--- src/hdl/ygts_pkg.sv ---
package ygts_pkg;

   localparam int YAW_W    = 16;
   localparam int CMD_W    = 16;
   localparam int TOL_W    = 15;
   localparam int ALPHA_W  = 17;
   localparam int THR_W    = 15;
   localparam int CSR_IDX_W = 2;

   localparam int MCAND_W  = 17;
   localparam int MPLIER_W = 16;
   localparam int PROD_W   = MCAND_W + MPLIER_W;
   localparam int DVD_W    = 31;
   localparam int DVS_W    = 15;
   localparam int QUO_W    = 16;
   localparam int SUM_W    = PROD_W + 2;

   localparam logic [TOL_W-1:0]   OUTER_RESET = 15'd5719;
   localparam logic [TOL_W-1:0]   INNER_RESET = 15'd1430;
   localparam logic [ALPHA_W-1:0] ALPHA_RESET = 17'd6554;
   localparam logic [ALPHA_W-1:0] ALPHA_ONE   = 17'h10000;
   localparam logic [THR_W-1:0]   THRUST_MAX  = 15'd25600;

   localparam logic [CSR_IDX_W-1:0] REG_OUTER = 2'd0;
   localparam logic [CSR_IDX_W-1:0] REG_INNER = 2'd1;
   localparam logic [CSR_IDX_W-1:0] REG_ALPHA = 2'd2;

   typedef struct packed {
      logic                start;
      logic [MCAND_W-1:0]  mcand;
      logic [MPLIER_W-1:0] mplier;
   } mul_req_type;

   typedef struct packed {
      logic              done;
      logic [PROD_W-1:0] product;
   } mul_rsp_type;

   typedef struct packed {
      logic             start;
      logic [DVD_W-1:0] dividend;
      logic [DVS_W-1:0] divisor;
   } div_req_type;

   typedef struct packed {
      logic             done;
      logic [QUO_W-1:0] quotient;
   } div_rsp_type;

endpackage

--- src/hdl/ygts_if.sv ---
interface ygts_req_if import ygts_pkg::*; ();
   logic                    valid;
   logic                    ready;
   logic signed [YAW_W-1:0] yaw_error;
   logic signed [CMD_W-1:0] rudder_cmd;
   logic signed [CMD_W-1:0] thrust_cmd;

   modport source (output valid, output yaw_error, output rudder_cmd, output thrust_cmd,
                   input ready);
   modport sink (input valid, input yaw_error, input rudder_cmd, input thrust_cmd,
                 output ready);
endinterface

interface ygts_rsp_if import ygts_pkg::*; ();
   logic                    valid;
   logic                    ready;
   logic signed [CMD_W-1:0] rudder_out;
   logic [THR_W-1:0]        thrust_out;

   modport source (output valid, output rudder_out, output thrust_out, input ready);
   modport sink (input valid, input rudder_out, input thrust_out, output ready);
endinterface

--- src/hdl/ygts_mul.sv ---
module ygts_mul import ygts_pkg::*; (
   input  logic        clock,
   input  logic        reset,
   input  mul_req_type req,
   output mul_rsp_type rsp
);

   localparam int CNT_W = $clog2(MPLIER_W);

   logic                busy_ff;
   logic                done_ff;
   logic [CNT_W-1:0]    cnt_ff;
   logic [MCAND_W-1:0]  mcand_ff;
   logic [MCAND_W-1:0]  hi_ff;
   logic [MPLIER_W-1:0] lo_ff;
   logic [MCAND_W:0]    sum_in;

   // One multiplier bit per cycle: add the multiplicand when the low bit is set, then shift.
   always_comb begin
      sum_in = {1'b0, hi_ff} + (lo_ff[0] ? {1'b0, mcand_ff} : {(MCAND_W + 1){1'b0}});
   end

   always_ff @(posedge clock) begin
      if (reset) begin
         busy_ff <= 1'b0;
         done_ff <= 1'b0;
         cnt_ff  <= '0;
      end else begin
         done_ff <= 1'b0;
         if (req.start) begin
            busy_ff <= 1'b1;
            cnt_ff  <= CNT_W'(MPLIER_W - 1);
         end else if (busy_ff) begin
            cnt_ff <= cnt_ff - 1'b1;
            if (cnt_ff == '0) begin
               busy_ff <= 1'b0;
               done_ff <= 1'b1;
            end
         end
      end
   end

   always_ff @(posedge clock) begin
      if (req.start) begin
         mcand_ff <= req.mcand;
         hi_ff    <= '0;
         lo_ff    <= req.mplier;
      end else if (busy_ff) begin
         hi_ff <= sum_in[MCAND_W:1];
         lo_ff <= {sum_in[0], lo_ff[MPLIER_W-1:1]};
      end
   end

   assign rsp.done    = done_ff;
   assign rsp.product = {hi_ff, lo_ff};

endmodule

--- src/hdl/ygts_div.sv ---
module ygts_div import ygts_pkg::*; (
   input  logic        clock,
   input  logic        reset,
   input  div_req_type req,
   output div_rsp_type rsp
);

   localparam int CNT_W = $clog2(DVD_W);

   logic             busy_ff;
   logic             done_ff;
   logic [CNT_W-1:0] cnt_ff;
   logic [DVS_W-1:0] dvs_ff;
   logic [DVS_W-1:0] rem_ff;
   logic [DVD_W-1:0] dq_ff;
   logic [DVS_W:0]   trial;
   logic [DVS_W:0]   diff;
   logic             fits;
   logic [DVS_W-1:0] rem_in;

   // Restoring division, one quotient bit per cycle, dividend bits shifted in from the top.
   always_comb begin
      trial  = {rem_ff, dq_ff[DVD_W-1]};
      diff   = trial - {1'b0, dvs_ff};
      fits   = trial >= {1'b0, dvs_ff};
      rem_in = fits ? diff[DVS_W-1:0] : trial[DVS_W-1:0];
   end

   always_ff @(posedge clock) begin
      if (reset) begin
         busy_ff <= 1'b0;
         done_ff <= 1'b0;
         cnt_ff  <= '0;
      end else begin
         done_ff <= 1'b0;
         if (req.start) begin
            busy_ff <= 1'b1;
            cnt_ff  <= CNT_W'(DVD_W - 1);
         end else if (busy_ff) begin
            cnt_ff <= cnt_ff - 1'b1;
            if (cnt_ff == '0) begin
               busy_ff <= 1'b0;
               done_ff <= 1'b1;
            end
         end
      end
   end

   always_ff @(posedge clock) begin
      if (req.start) begin
         dvs_ff <= req.divisor;
         rem_ff <= '0;
         dq_ff  <= req.dividend;
      end else if (busy_ff) begin
         rem_ff <= rem_in;
         dq_ff  <= {dq_ff[DVD_W-2:0], fits};
      end
   end

   assign rsp.done     = done_ff;
   assign rsp.quotient = dq_ff[QUO_W-1:0];

endmodule

--- src/hdl/yaw_gated_thrust_smoother_top.sv ---
// Yaw-gated thrust smoother. Each item on req_ch carries a yaw error, a rudder command and
// a thrust request; one result item on rsp_ch returns the rudder unchanged and the gated,
// smoothed thrust, which is also kept as the previous thrust for the next item. Items are
// processed one at a time through a bit-serial shift-add multiplier pair and a restoring
// divider. An item whose yaw error falls in the taper between the tolerances runs a
// multiply, a divide and a second multiply before the sum and round states; any other
// item runs one multiply pass. A new item is accepted while the previous result still
// waits on rsp_ch. Configuration registers are written through csr_wr_en, csr_index and
// csr_data, which the user must do only while no item is in flight; the block has no check.
module yaw_gated_thrust_smoother_top import ygts_pkg::*; (
   input  logic                 clock,
   input  logic                 reset,
   ygts_req_if.sink             req_ch,
   ygts_rsp_if.source           rsp_ch,
   input  logic                 csr_wr_en,
   input  logic [CSR_IDX_W-1:0] csr_index,
   input  logic [ALPHA_W-1:0]   csr_data
);

   localparam logic [2:0] ST_IDLE = 3'd0;
   localparam logic [2:0] ST_MUL1 = 3'd1;
   localparam logic [2:0] ST_DIV  = 3'd2;
   localparam logic [2:0] ST_MUL2 = 3'd3;
   localparam logic [2:0] ST_SUM  = 3'd4;
   localparam logic [2:0] ST_RND  = 3'd5;

   localparam logic signed [SUM_W-1:0] LOW_LIMIT = SUM_W'(35'sd16777216);
   localparam logic signed [SUM_W-1:0] HALF_LSB  = SUM_W'(35'sd32768);

   logic [2:0]              state_ff;
   logic [2:0]              state_in;
   logic [TOL_W-1:0]        outer_ff;
   logic [TOL_W-1:0]        inner_ff;
   logic [ALPHA_W-1:0]      alpha_ff;
   logic [THR_W-1:0]        prev_ff;
   logic signed [CMD_W-1:0] rudder_ff;
   logic                    neg_ff;
   logic [TOL_W-1:0]        den_ff;
   logic signed [SUM_W-1:0] sum_ff;
   logic signed [SUM_W-1:0] sum_in;
   logic                    rsp_valid_ff;
   logic signed [CMD_W-1:0] rsp_rudder_ff;
   logic [THR_W-1:0]        rsp_thrust_ff;

   logic                    accept;
   logic [YAW_W-1:0]        fe;
   logic [CMD_W-1:0]        mag;
   logic                    above;
   logic                    full_band;
   logic                    taper;
   logic [TOL_W-1:0]        diff;
   logic [ALPHA_W-1:0]      a_sat;
   logic [ALPHA_W-1:0]      one_minus_a;
   logic signed [SUM_W-1:0] p1;
   logic signed [SUM_W-1:0] p2;
   logic signed [SUM_W-1:0] rnd;
   logic [SUM_W-17:0]       rnd_hi;
   logic [THR_W-1:0]        res;
   logic                    out_free;
   logic                    load_out;

   mul_req_type mula_req;
   mul_rsp_type mula_rsp;
   mul_req_type mulb_req;
   mul_rsp_type mulb_rsp;
   div_req_type div_req;
   div_rsp_type div_rsp;

   ygts_mul u_mula (.clock(clock), .reset(reset), .req(mula_req), .rsp(mula_rsp));
   ygts_mul u_mulb (.clock(clock), .reset(reset), .req(mulb_req), .rsp(mulb_rsp));
   ygts_div u_div  (.clock(clock), .reset(reset), .req(div_req), .rsp(div_rsp));

   assign accept   = (state_ff == ST_IDLE) && req_ch.valid;
   assign out_free = !rsp_valid_ff || rsp_ch.ready;
   assign load_out = (state_ff == ST_RND) && out_free;

   always_comb begin
      fe     = req_ch.yaw_error[YAW_W-1] ? (~req_ch.yaw_error + 1'b1) : req_ch.yaw_error;
      mag    = req_ch.thrust_cmd[CMD_W-1] ? (~req_ch.thrust_cmd + 1'b1) : req_ch.thrust_cmd;
      above  = fe > {1'b0, outer_ff};
      full_band = fe <= {1'b0, inner_ff};
      taper  = !above && !full_band;
      diff   = outer_ff - fe[TOL_W-1:0];
      a_sat  = alpha_ff[ALPHA_W-1] ? ALPHA_ONE : alpha_ff;
      one_minus_a = ALPHA_ONE - a_sat;
   end

   always_comb begin
      mula_req = '0;
      mulb_req = '0;
      div_req  = '0;
      state_in = state_ff;
      case (state_ff)
         ST_IDLE: begin
            if (accept) begin
               mulb_req.start  = 1'b1;
               mulb_req.mcand  = a_sat;
               mulb_req.mplier = {1'b0, prev_ff};
               mula_req.start  = 1'b1;
               if (taper) begin
                  mula_req.mcand  = {1'b0, mag};
                  mula_req.mplier = {1'b0, diff};
                  state_in        = ST_MUL1;
               end else begin
                  mula_req.mcand  = one_minus_a;
                  mula_req.mplier = above ? '0 : mag;
                  state_in        = ST_MUL2;
               end
            end
         end
         ST_MUL1: begin
            if (mula_rsp.done) begin
               div_req.start    = 1'b1;
               div_req.dividend = mula_rsp.product[DVD_W-1:0];
               div_req.divisor  = den_ff;
               state_in         = ST_DIV;
            end
         end
         ST_DIV: begin
            if (div_rsp.done) begin
               mula_req.start  = 1'b1;
               mula_req.mcand  = one_minus_a;
               mula_req.mplier = div_rsp.quotient;
               state_in        = ST_MUL2;
            end
         end
         ST_MUL2: begin
            if (mula_rsp.done) begin
               state_in = ST_SUM;
            end
         end
         ST_SUM: begin
            state_in = ST_RND;
         end
         ST_RND: begin
            if (out_free) begin
               state_in = ST_IDLE;
            end
         end
         default: begin
            state_in = ST_IDLE;
         end
      endcase
   end

   always_comb begin
      p1     = $signed({2'b00, mula_rsp.product});
      p2     = $signed({2'b00, mulb_rsp.product});
      sum_in = neg_ff ? (p2 - p1) : (p2 + p1);
      rnd    = sum_ff + HALF_LSB;
      rnd_hi = rnd[SUM_W-1:16];
      if (sum_ff < LOW_LIMIT) begin
         res = '0;
      end else if (rnd_hi > {{(SUM_W - 16 - THR_W){1'b0}}, THRUST_MAX}) begin
         res = THRUST_MAX;
      end else begin
         res = rnd_hi[THR_W-1:0];
      end
   end

   always_ff @(posedge clock) begin
      if (reset) begin
         state_ff     <= ST_IDLE;
         outer_ff     <= OUTER_RESET;
         inner_ff     <= INNER_RESET;
         alpha_ff     <= ALPHA_RESET;
         prev_ff      <= '0;
         rsp_valid_ff <= 1'b0;
      end else begin
         state_ff <= state_in;
         if (csr_wr_en) begin
            case (csr_index)
               REG_OUTER: outer_ff <= csr_data[TOL_W-1:0];
               REG_INNER: inner_ff <= csr_data[TOL_W-1:0];
               REG_ALPHA: alpha_ff <= csr_data;
               default: begin
               end
            endcase
         end
         if (load_out) begin
            prev_ff      <= res;
            rsp_valid_ff <= 1'b1;
         end else if (rsp_ch.ready) begin
            rsp_valid_ff <= 1'b0;
         end
      end
   end

   always_ff @(posedge clock) begin
      if (accept) begin
         rudder_ff <= req_ch.rudder_cmd;
         neg_ff    <= req_ch.thrust_cmd[CMD_W-1];
         den_ff    <= outer_ff - inner_ff;
      end
      if (state_ff == ST_SUM) begin
         sum_ff <= sum_in;
      end
      if (load_out) begin
         rsp_rudder_ff <= rudder_ff;
         rsp_thrust_ff <= res;
      end
   end

   assign req_ch.ready      = (state_ff == ST_IDLE);
   assign rsp_ch.valid      = rsp_valid_ff;
   assign rsp_ch.rudder_out = rsp_rudder_ff;
   assign rsp_ch.thrust_out = rsp_thrust_ff;

`ifndef SYNTH
   // The stored previous thrust always matches the result item still waiting to be taken.
   assert property (@(posedge clock) disable iff (reset)
      rsp_valid_ff |-> (prev_ff == rsp_thrust_ff))
      else $error("previous thrust differs from pending result");

   assert property (@(posedge clock) disable iff (reset)
      rsp_valid_ff |-> (rsp_thrust_ff <= THRUST_MAX))
      else $error("thrust result above saturation limit");

   // An accepted item leaves the idle state until its result is loaded into the output register.
   assert property (@(posedge clock) disable iff (reset)
      (req_ch.valid && req_ch.ready) |=> (state_ff != ST_IDLE))
      else $error("block idle right after accepting an item");

   // The second multiplier always finishes before the final blend is summed.
   assert property (@(posedge clock) disable iff (reset)
      (state_ff == ST_MUL2) |-> !mulb_rsp.done || mula_rsp.done)
      else $error("multiplier finished out of order");
`endif

endmodule
--- src/flat_wrapper.sv ---
// flat-port wrapper written by rule: the top's interface ports become plain ports
module yaw_gated_thrust_smoother_top_flat import ygts_pkg::*;
  (clock, reset, csr_wr_en, csr_index, csr_data, req_ch_valid, req_ch_yaw_error, req_ch_rudder_cmd, req_ch_thrust_cmd, req_ch_ready, rsp_ch_valid, rsp_ch_rudder_out, rsp_ch_thrust_out, rsp_ch_ready);
  ygts_req_if req_ch_i ();
  ygts_rsp_if rsp_ch_i ();
  input  logic clock;
  input  logic reset;
  input  logic csr_wr_en;
  input  logic [CSR_IDX_W-1:0] csr_index;
  input  logic [ALPHA_W-1:0] csr_data;
  input wire logic [$bits(req_ch_i.valid)-1:0] req_ch_valid;
  input wire logic [$bits(req_ch_i.yaw_error)-1:0] req_ch_yaw_error;
  input wire logic [$bits(req_ch_i.rudder_cmd)-1:0] req_ch_rudder_cmd;
  input wire logic [$bits(req_ch_i.thrust_cmd)-1:0] req_ch_thrust_cmd;
  output wire logic [$bits(req_ch_i.ready)-1:0] req_ch_ready;
  output wire logic [$bits(rsp_ch_i.valid)-1:0] rsp_ch_valid;
  output wire logic [$bits(rsp_ch_i.rudder_out)-1:0] rsp_ch_rudder_out;
  output wire logic [$bits(rsp_ch_i.thrust_out)-1:0] rsp_ch_thrust_out;
  input wire logic [$bits(rsp_ch_i.ready)-1:0] rsp_ch_ready;
  assign req_ch_i.valid = req_ch_valid;
  assign req_ch_i.yaw_error = req_ch_yaw_error;
  assign req_ch_i.rudder_cmd = req_ch_rudder_cmd;
  assign req_ch_i.thrust_cmd = req_ch_thrust_cmd;
  assign req_ch_ready = req_ch_i.ready;
  assign rsp_ch_valid = rsp_ch_i.valid;
  assign rsp_ch_rudder_out = rsp_ch_i.rudder_out;
  assign rsp_ch_thrust_out = rsp_ch_i.thrust_out;
  assign rsp_ch_i.ready = rsp_ch_ready;
  yaw_gated_thrust_smoother_top u_core (.clock(clock), .reset(reset), .req_ch(req_ch_i), .rsp_ch(rsp_ch_i), .csr_wr_en(csr_wr_en), .csr_index(csr_index), .csr_data(csr_data));
endmodule
--- config.mk ---
export PLATFORM = sky130hd
export DESIGN_NAME = yaw_gated_thrust_smoother_top_flat
export DESIGN_NICKNAME = d
export VERILOG_FILES = /design/src/hdl/ygts_pkg.sv /design/src/hdl/ygts_if.sv /design/src/hdl/ygts_mul.sv /design/src/hdl/ygts_div.sv /design/src/hdl/yaw_gated_thrust_smoother_top.sv /design/src/flat_wrapper.sv
export SDC_FILE = /design/constraint.sdc
export NUM_CORES = 1
export LEC_CHECK = 0
export BUFFER_PORTS_ARGS = -buffer_cell sky130_fd_sc_hd__buf_4
export CORE_MARGIN = 2
export CORE_UTILIZATION = 43
export CTS_CLUSTER_DIAMETER = 40
export CTS_CLUSTER_SIZE = 14
export DETAILED_ROUTE_END_ITERATION = 10
export GPL_TIMING_DRIVEN = 1
export PLACE_DENSITY = 0.68
export SLEW_MARGIN = 10
export SYNTH_ARGS = -nofsm -noshare
export SYNTH_HDL_FRONTEND = slang
export SYNTH_SLANG_ARGS = --single-unit
--- constraint.sdc ---
create_clock -name clock -period 7.8 [get_ports clock]
set_input_delay 0.39 -clock clock [delete_from_list [all_inputs] [get_ports clock]]
set_output_delay 0.39 -clock clock [all_outputs]
set_load 0.005 [all_outputs]
==> flow_summary.yaml, run 1 <==
critical_path:
  crit_fanout: 28
  r2r_start: "u_core.u_mula.lo_ff[12]"
  cp.buffers_inverters: 1
  critPathLaunch: "req_ch_yaw_error[5]"
  r2r_end: "u_core.sum_ff[32]"
  start_kind: "primary input"
  crit_type: "primary input to flop"
  rr_worst_depth: 12
  timing.critical_path.mode_cell: "nor2_1"
  cp.required_ps: 8130
  crit_path_end: "u_core.u_mula.mcand_ff[4]"
  rrSetupSlack_ps: 3780
  end_kind: "flop"
  critPathTopFamily: "compound AO/OA/AOI/OAI gates"
  critical-path-max-stage-delay_ps: 970
  slowest_stage: "a211oi_4"
  worstPathArrival_ps: 4520
  crit_cells: 15
  cp_cell_sequence: "buf_4, or4_4, nor2_2, nand2_1, o31ai_1, xnor2_1, ha_1, nand4_1, nor2_1, a221oi_1, maj3_1, a211oi_4, a21oi_1, nor2_1, o21ai_0"
global_route:
  grt_start_max_net_pins: 82
  grt_pass1_wl_um: 84400
  grt_overflow: 0
  track_usage_pct: 21.3
  grt_pass1_vias: 15800
  grt_antenna_before_repair: 0
clock_tree:
  cts.sinks: 328
  cts_tree: "yes"
  clk_path_buf_depth: 3
  cts_resized: 0
  clockRootBuffer: "clkbuf_16"
  cts_setup_buffers: 0
  clk_pin_slew_worst_paths_ps: 60
  cts_htree_levels: 2
  numCtsBuffers: 54
  clkLatencyLatePin_ps: 590
yosys:
  synthCells: 2218
  synth_area_sq_um: 20500
  ys_top_cells_by_area: "edfxtp_1 29%, dfxtp_1 13%, ha_1 11%, nand2_1 4.8%, xnor2_1 3.9%"
  synth_warnings: 0
  yosysTopAreaCell: "edfxtp_1"
  synth.avg_cell_area_sq_um: 9.24
  async_flop_share_pct: 0
  yosys_register_bits: 328
  ys_seq_area_share_pct: 41.5
  synthesis.nets: 2472
  yosys_most_used_dff: "edfxtp_1"
  ys_types: 81
  synth_top_area_share_pct: 28.6
  synth_edf_count: 195
placement:
  place.gp.congestion: 0.966
  port_buffers: 104
  dp_hpwl_um: 40300
  placedCellCount: 2862
job:
  drv_cap: 0
sta:
  period_share_pct: 53.7
  maxSlewViolCount: 0
  worst_pin_slew_ps: 1150
  slew_headroom_pct: 23.0
  timing.setup.tns_ps: 0
  fmax_ghz: 0.239
  setup_viol: 0
  hold_viol_final: 0
  finClkSkew_ps: 32.2
  rsz0062_at_grt: "false"
  post-route-min-period_ps: 4190
floorplanning:
  coreArea_sq_um: 47400
  rows: 80
  die_w_um: 222
  fp.dieH_um: 222
  die_area_sq_um: 49400
  initial_core_util_pct: 43.2
  ios: 105
power:
  p_comb_share_pct: 29.3
  switching_share_pct: 33.9
  ir_worst_vdd_mv: 0.163
  power_density_nw_per_um2: 276
  p_switching_w: 0.00222
  power.share.sequential_pct: 34.9
  intPower_w: 0.00433
  clock_power_share_pct: 35.8
  p_total_w: 0.00656
  leakage_nw: 9.95
final_layout:
  final_common_cell: "nand2_1"
  multi_input_area_sq_um: 11100
  final_cell_mix: "260 x nand2_1, 195 x edfxtp_1, 177 x ha_1"
  nNetsFinal: 2573
  register_area_sq_um: 8520
  syn2layout_area_growth_pct: 16.1
  fin_util_pct: 50.2
  diodes: 0
  final_cells: 2978
  drive_gt1_share_pct: 10.4
  n_fill_cell: 4376
drt:
  viasPerCell: 5.45
  wl_per_cell_um: 17.7
  routed_wl_um: 52700
  ant_nets: 0
  first_pass_iters: 6
  vias: 16200
  route.detailed.drc: 0
  drt-initial-drc-count: 971
hold_path:
  hold_depth: 2
  holdCritPathClass: "primary input to flop"
status:
  status: "finished, final reports clean"
-- kinds of logic (layout without fill, tap and decap cells) --
family	after synthesis	count (layout)	synth area share, %
and+or+nand+nor	751	751	18.2
AOI/OAI and AO/OA	513	513	15.6
DFF	328	328	41.5
buffers and inverters	247	392	4.56
adders and majority gates	183	183	11.3
xor gates and xnor gates	130	130	5.59
muxes	66	66	3.25
-- Yosys cell counts, types with 6 or more instances --
cell type  instances
a21o_1            33
nand4_1           14
nor3_1            46
buf_1              6
a31oi_1           18
edfxtp_1         195
o21bai_1           8
nand3b_1          21
nand3_1           33
nor4_1            19
nand2b_1          25
o22ai_1            6
nand2_1          260
o31ai_1           12
and3b_1            6
a21boi_0          10
xnor2_1           92
and2_1            56
a21oi_1          146
ha_1             177
xor2_1            37
o21ai_0          154
o21a_1            13
mux2i_1           61
dfxtp_1          133
or3_1             17
or2_2             11
nor2b_1           24
a211oi_1          13
a221oi_1           6
nor3b_1           10
clkbuf_1          77
nor4b_1            8
o211ai_1           9
a211o_1           16
inv_1            158
a22oi_1           15
and3_1            25
nor2_1           149
-- stage by stage --
step	hold WS [ps]	instance area (sq um)	worst slack [ps]
after global routing	31.9	23800	3170
after CTS	16.2	23800	3640
after detailed placement	405	21800	3020
after global placement	401	21800	3070
final	50.6	23800	3610
after floorplan	400	20500	4050
-- flip-flops by register name (all words and copies together), names as in the netlist, 3 cells and up --
register,count
u_core.u_div.rem_ff,15
u_core.u_mula.mcand_ff,17
u_core.rsp_ch.rudder_out,16
u_core.u_mula.cnt_ff,4
u_core.u_div.dvs_ff,15
u_core.prev_ff,15
u_core.inner_ff,15
u_core.rsp_ch.thrust_out,15
u_core.sum_ff,20
u_core.u_mulb.lo_ff,16
u_core.u_mulb.hi_ff,17
u_core.outer_ff,15
u_core.u_mula.hi_ff,17
u_core.u_div.cnt_ff,5
u_core.u_div.dq_ff,31
u_core.u_mulb.mcand_ff,17
u_core.den_ff,15
u_core.state_ff,3
u_core.alpha_ff,17
u_core.u_mula.lo_ff,16
u_core.u_mulb.cnt_ff,4
u_core.rudder_ff,16
-- final cells by class --
cell class / count / area share, %
Clock buffer: 60 / 5.86
Clock inverter: 40 / 1.75
Inverter: 160 / 2.53
Multi-Input combinational cell: 1643 / 46.5
Sequential cell: 328 / 35.8
Tap cell: 615 / 3.23
Timing Repair Buffer: 132 / 4.33
-- worst register-to-register path, stage by stage, from the launching register on --
cell and delay, ps:
edfxtp_1 460, inv_1 140, ha_1 300, nor4_1 530
nand3_1 170, a41oi_1 190, nor3_1 130, a221oi_1 660
a21oi_1 160, o41ai_1 530, nor4_1 90, a221oi_1 280
xnor2_1 100
-- per-layer routing --
layer  GRT usage (%)  wire [um]
met5               0          0
met4            8.75       2050
met3            3.43       2530
met2            36.1      25100
met1            27.0      23000
-- power by group through the flow --
| stage | registers (W) | logic, W | clock network (W) |
|---|---|---|---|
| 5_1_grt | 0.00231 | 0.00216 | 0.00247 |
| 3_3_place_gp | 0.00231 | 0.00185 | 0 |
| 6_report | 0.00229 | 0.00192 | 0.00235 |
| 4_1_cts | 0.00229 | 0.00192 | 0.00239 |
| 3_5_place_dp | 0.00232 | 0.00190 | 0 |
| 2_1_floorplan | 0.00223 | 0.00149 | 0 |
-- how the worst min path moves through the flow --
stage	start	endpoint
finish	csr_data[2]	u_core.outer_ff[2]
global route	csr_data[1]	u_core.outer_ff[1]
CTS	csr_data[1]	u_core.inner_ff[1]
detailed placement	u_core.rudder_ff[14]	u_core.rsp_ch.rudder_out[14]
global placement	u_core.rudder_ff[3]	u_core.rsp_ch.rudder_out[3]
floorplan	u_core.rudder_ff[0]	u_core.rsp_ch.rudder_out[0]
-- timing repair --
action | in CTS | in global routing
endpoints found under the setup margin | 0 | 0
hold endpoints to repair | 16 | 0
hold buffers | 16 | 0
(Power assumes the default switching activity.)
==> run 2: changes to the inputs <==
==> constraint.sdc (replaced) <==
create_clock -name clock -period 4.3 [get_ports clock]
set_input_delay 0.215 -clock clock [delete_from_list [all_inputs] [get_ports clock]]
set_output_delay 0.215 -clock clock [all_outputs]
set_load 0.005 [all_outputs]
==> flow_summary.yaml, run 2 (synthesis gave the netlist of run 1 again) <==
hold_path:
  holdCritPathClass: "primary input to flop"
global_route:
  grt.met1_usage_pct: 27.4
  grt_pass1_vias: 16200
  use_met3_pct: 2.79
  grt_pass1_wl_um: 84900
  track_usage_pct: 21.2
  grt_start_max_net_pins: 75
  grt_antenna_before_repair: 0
  grtUsageMet2_pct: 36.3
  grt_overflow: 0
  grt-busiest-layer: "met2"
sta:
  maxSlewViolCount: 0
  fmax_ghz: 0.266
  post-route-min-period_ps: 3760
  slew_headroom_pct: 23.8
  worst_pin_slew_ps: 1140
  timing.setup.tns_ps: 0
  period_share_pct: 87.4
  hold_viol_final: 0
  setup_viol: 0
  worst_slack_ps: 543
  rsz0062_at_grt: "false"
  finClkSkew_ps: 35.9
final_layout:
  final_cell_mix: "260 x nand2_1, 195 x edfxtp_1, 177 x ha_1"
  nNetsFinal: 2602
  final_common_cell: "nand2_1"
  largest_register_ffs: 31
  regMostFlops: "u_core.u_div.dq_ff"
  syn2layout_area_growth_pct: 17.6
  final_area_sq_um: 24100
  n_fill_cell: 4355
  largestRegisters: "u_core.u_div.dq_ff: 31 flops, u_core.sum_ff: 20 flops"
  fin_util_pct: 50.8
  drive_gt1_share_pct: 10.7
  diodes: 0
status:
  status: "finished, final reports clean"
floorplanning:
  die_w_um: 222
  rows: 80
  die_area_sq_um: 49400
  initial_core_util_pct: 43.2
  coreArea_sq_um: 47400
  fp.dieH_um: 222
  ios: 105
placement:
  dp_hpwl_um: 40300
  port_buffers: 104
  place_area_sq_um: 21900
  dpl_worst_slack_ps: 302
  place.gp.congestion: 0.932
drt:
  wl_per_cell_um: 17.6
  ant_nets: 0
  route.detailed.drc: 0
  first_pass_iters: 6
  routed_wl_um: 53000
  viasPerCell: 5.52
  drt-initial-drc-count: 1305
  vias: 16600
clock_tree:
  clkLatencyLatePin_ps: 610
  clockRootBuffer: "clkbuf_16"
  clk_pin_slew_worst_paths_ps: 60
  clk_path_buf_depth: 3
  cts.sinks: 328
  numCtsBuffers: 55
  cts_resized: 0
  cts_tree: "yes"
  cts_htree_levels: 2
job:
  drv_cap: 0
critical_path:
  crit_path_end: "u_core.sum_ff[32]"
  r2r_start: "u_core.u_mulb.lo_ff[12]"
  critical-path-max-stage-delay_ps: 580
  slowest_stage: "nor4_1"
  cp.required_ps: 4640
  crit_fanout: 6
  cp_cell_sequence: "ha_1, nor4_1, nand3_1, a41oi_1, nor3_1, a221oi_1, buf_4, a21oi_1, o41ai_1, nor4_1, a221oi_1, xnor2_1"
  worstPathArrival_ps: 4090
  end_kind: "flop"
  rrSetupSlack_ps: 540
  rr_worst_depth: 12
  start_kind: "flop"
  critPathLaunch: "u_core.u_mulb.lo_ff[12]"
  r2r_end: "u_core.sum_ff[32]"
  crit_type: "flop to flop"
power:
  power_density_nw_per_um2: 498
  ir_worst_vdd_mv: 0.379
  leakage_nw: 10.1
  p_total_w: 0.0120
## run 2: layout make-up
cell class / count / area [sq um] / area share (%)
clock inverters: 42 / 435 / 1.81
flip-flops and latches: 328 / 8520 / 35.3
well taps: 615 / 769 / 3.19
multi-input cells: 1643 / 11100 / 45.9
inverters: 160 / 603 / 2.50
clock buffers: 61 / 1420 / 5.89
repair buffers: 160 / 1300 / 5.39
## run 2: worst min path at each step
| stage | from | to | slack (ps) | cells after the start |
|---|---|---|---|---|
| final | req_ch_valid | u_core.state_ff[0] | 40 | 4 |
| after global routing | req_ch_valid | u_core.state_ff[0] | 70 | 4 |
| after CTS | req_ch_valid | u_core.state_ff[0] | 20 | 4 |
| after detailed placement | req_ch_rudder_cmd[7] | u_core.rudder_ff[7] | 390 | 1 |
| after global placement | req_ch_rudder_cmd[12] | u_core.rudder_ff[12] | 390 | 1 |
| after floorplan | req_ch_thrust_cmd[15] | u_core.neg_ff | 310 | 0 |
## run 2: worst max-delay path: cells and delay by family (launching register included)
family                   cells  cell delay, ps
flip-flops                   1             460
AO/OA/AOI/OAI                5            1320
AND/OR/NAND/NOR              4             990
buffers and inverters        1             190
adder cells (fa/ha/maj)      1             410
XOR/XNOR                     1             100
## run 2: what timing repair did
item                                    CTS  global route
hold buffers                             34             0
hold endpoints to repair                 64             0
setup buffers                             0             0
endpoints found under the setup margin    0             0
## run 2: per-layer routing
layer	wire length, um	vias to the layer above
met5	0	-
met4	1840	0
met1	23300	7868
li1	-	8161
met3	2400	108
met2	25400	477
## run 2: metrics by stage
stage,hold slack (ps),std cells
after global routing,72.3,3009
final,35.5,3009
after detailed placement,394,2872
after CTS,22.8,3009
after floorplan,314,2218
after global placement,393,2872
## run 2: power breakdown
part | internal [W] | switching [W]
sequential | 0.00379 | 0.000364
combinational | 0.00151 | 0.00201
clock | 0.00258 | 0.00173
==> run 3: changes to the inputs <==
--- a/config.mk
+++ b/config.mk
@@ -7,12 +7,12 @@
 export LEC_CHECK = 0
 export BUFFER_PORTS_ARGS = -buffer_cell sky130_fd_sc_hd__buf_4
 export CORE_MARGIN = 2
-export CORE_UTILIZATION = 43
+export CORE_UTILIZATION = 63
 export CTS_CLUSTER_DIAMETER = 40
 export CTS_CLUSTER_SIZE = 14
 export DETAILED_ROUTE_END_ITERATION = 10
 export GPL_TIMING_DRIVEN = 1
-export PLACE_DENSITY = 0.68
+export PLACE_DENSITY = 0.91
 export SLEW_MARGIN = 10
 export SYNTH_ARGS = -nofsm -noshare
 export SYNTH_HDL_FRONTEND = slang
==> flow_summary.yaml, run 3 (synthesis gave the netlist of run 1 again) <==
critical_path:
  r2r_end: "u_core.prev_ff[5]"
  worstPathArrival_ps: 4200
  rrSetupSlack_ps: 580
  crit_path_end: "u_core.prev_ff[5]"
  cp_cell_sequence: "nand3_1, nor4_1, and4_1, xnor2_1, nand2_1, a311o_1, o21ai_0, nand3b_1, buf_4, or3b_1, o21ai_0"
  cp.buffers_inverters: 1
  rr_worst_depth: 11
  r2r_start: "u_core.sum_ff[17]"
  critPathTopFamily: "simple AND/OR/NAND/NOR gates"
  end_kind: "flop"
  crit_fanout: 13
  cp.required_ps: 4770
  crit_type: "flop to flop"
  slowest_stage: "nor4_1"
  crit_cells: 11
  start_kind: "flop"
  timing.critical_path.mode_cell: "o21ai_0"
  critPathLaunch: "u_core.sum_ff[17]"
  critical-path-max-stage-delay_ps: 530
sta:
  period_share_pct: 86.6
  slew_headroom_pct: 24.6
  maxSlewViolCount: 0
  fmax_ghz: 0.269
  timing.setup.tns_ps: 0
  worst_pin_slew_ps: 1130
  hold_viol_final: 0
  finClkSkew_ps: 32.2
  setup_viol: 0
  rsz0062_at_grt: "false"
  post-route-min-period_ps: 3720
final_layout:
  regMostFlops: "u_core.u_div.dq_ff"
  n_fill_cell: 2186
  multi_input_area_sq_um: 11100
  diodes: 0
  register_area_sq_um: 8520
  final_cell_mix: "260 x nand2_1, 195 x edfxtp_1, 177 x ha_1"
  final_common_cell: "nand2_1"
  largest_register_ffs: 31
  syn2layout_area_growth_pct: 15.1
  nNetsFinal: 2593
  largestRegisters: "u_core.u_div.dq_ff: 31 flops, u_core.sum_ff: 20 flops"
  drive_gt1_share_pct: 10.2
  fin_util_pct: 73.1
drt:
  viasPerCell: 6.10
  route.detailed.drc: 0
  routed_wl_um: 53500
  vias: 17200
  drt-initial-drc-count: 1626
  wl_per_cell_um: 19.0
  ant_nets: 0
  first_pass_iters: 6
clock_tree:
  clkLatencyLatePin_ps: 560
  clk_path_buf_depth: 3
  cts_setup_buffers: 0
  cts_htree_levels: 2
  cts_tree: "yes"
  clockRootBuffer: "clkbuf_16"
  clk_pin_slew_worst_paths_ps: 60
  cts.sinks: 328
  numCtsBuffers: 44
floorplanning:
  coreArea_sq_um: 32300
  fp.dieH_um: 184
  ios: 105
  die_w_um: 184
  rows: 66
  initial_core_util_pct: 63.5
  die_area_sq_um: 34000
power:
  leakage_nw: 9.96
  power_density_nw_per_um2: 492
  ir_worst_vdd_mv: 0.334
global_route:
  grt_start_max_net_pins: 82
  grt_pass1_wl_um: 85100
  grt_pass1_vias: 16800
  grt_antenna_before_repair: 0
  grt_overflow: 0
  track_usage_pct: 31.6
placement:
  dp_hpwl_um: 38700
  port_buffers: 104
  place.gp.congestion: 0.953
status:
  status: "finished, final reports clean"
job:
  drv_cap: 0
hold_path:
  holdCritPathClass: "primary input to flop"
run 3: cell type report:
cell class              count  area share [%]
clock buffers              50            4.89
multi-input cells        1643            46.9
inverters                 160            2.55
repair buffers            162            5.51
flip-flops and latches    328            36.1
well taps                 442            2.34
clock inverters            32            1.74
run 3: routing by layer:
metal	vias to the layer above	global-route usage [%]	part of all wire (%)
met5	-	0	0
met3	181	4.35	6.6
met2	777	54.5	49
met1	8084	38.4	39
li1	8145	-	-
met4	0	16.6	5.5
run 3: what timing repair did:
| item | 4_1_cts | 5_1_grt |
|---|---|---|
| hold buffers | 34 | 0 |
| hold endpoints to repair | 64 | 0 |
| gates resized for setup | 0 | 0 |
run 3: report_power, final:
group	leakage (nW)	internal (W)	switching [W]
Sequential	2.86	0.00379	0.000365
Combinational	6.33	0.00151	0.00206
Clock	0.766	0.00236	0.00152
run 3: tightest hold or removal path, delay by kind of cell:
kind                   cells  cell delay (ps)
buffers and inverters      1               70
AND/OR/NAND/NOR            1              160
AO/OA/AOI/OAI              1               80
run 3: worst min-delay path by stage:
stage,from,endpoint,slack [ps],cells after the start
detailed placement,req_ch_rudder_cmd[0],u_core.rudder_ff[0],390,1
global placement,req_ch_rudder_cmd[13],u_core.rudder_ff[13],390,1
floorplan,req_ch_thrust_cmd[15],u_core.neg_ff,310,0
finish,rsp_ch_ready,u_core.rsp_ch.valid,40,3
CTS,rsp_ch_ready,u_core.rsp_ch.valid,30,3
global route,rsp_ch_ready,u_core.rsp_ch.valid,50,3
run 3: stage by stage:
step | instances | setup WS (ps) | hold slack (ps) | cell area, sq um | power, W
6_report | 2817 | 576 | 35.1 | 23600 | 0.0116
5_1_grt | 2817 | 241 | 54.5 | 23600 | 0.0122
4_1_cts | 2817 | 554 | 32.2 | 23600 | 0.0115
3_5_place_dp | 2701 | 368 | 394 | 21700 | 0.00763
3_3_place_gp | 2701 | 441 | 394 | 21700 | 0.00744
2_1_floorplan | 2218 | 728 | 314 | 20500 | 0.00676
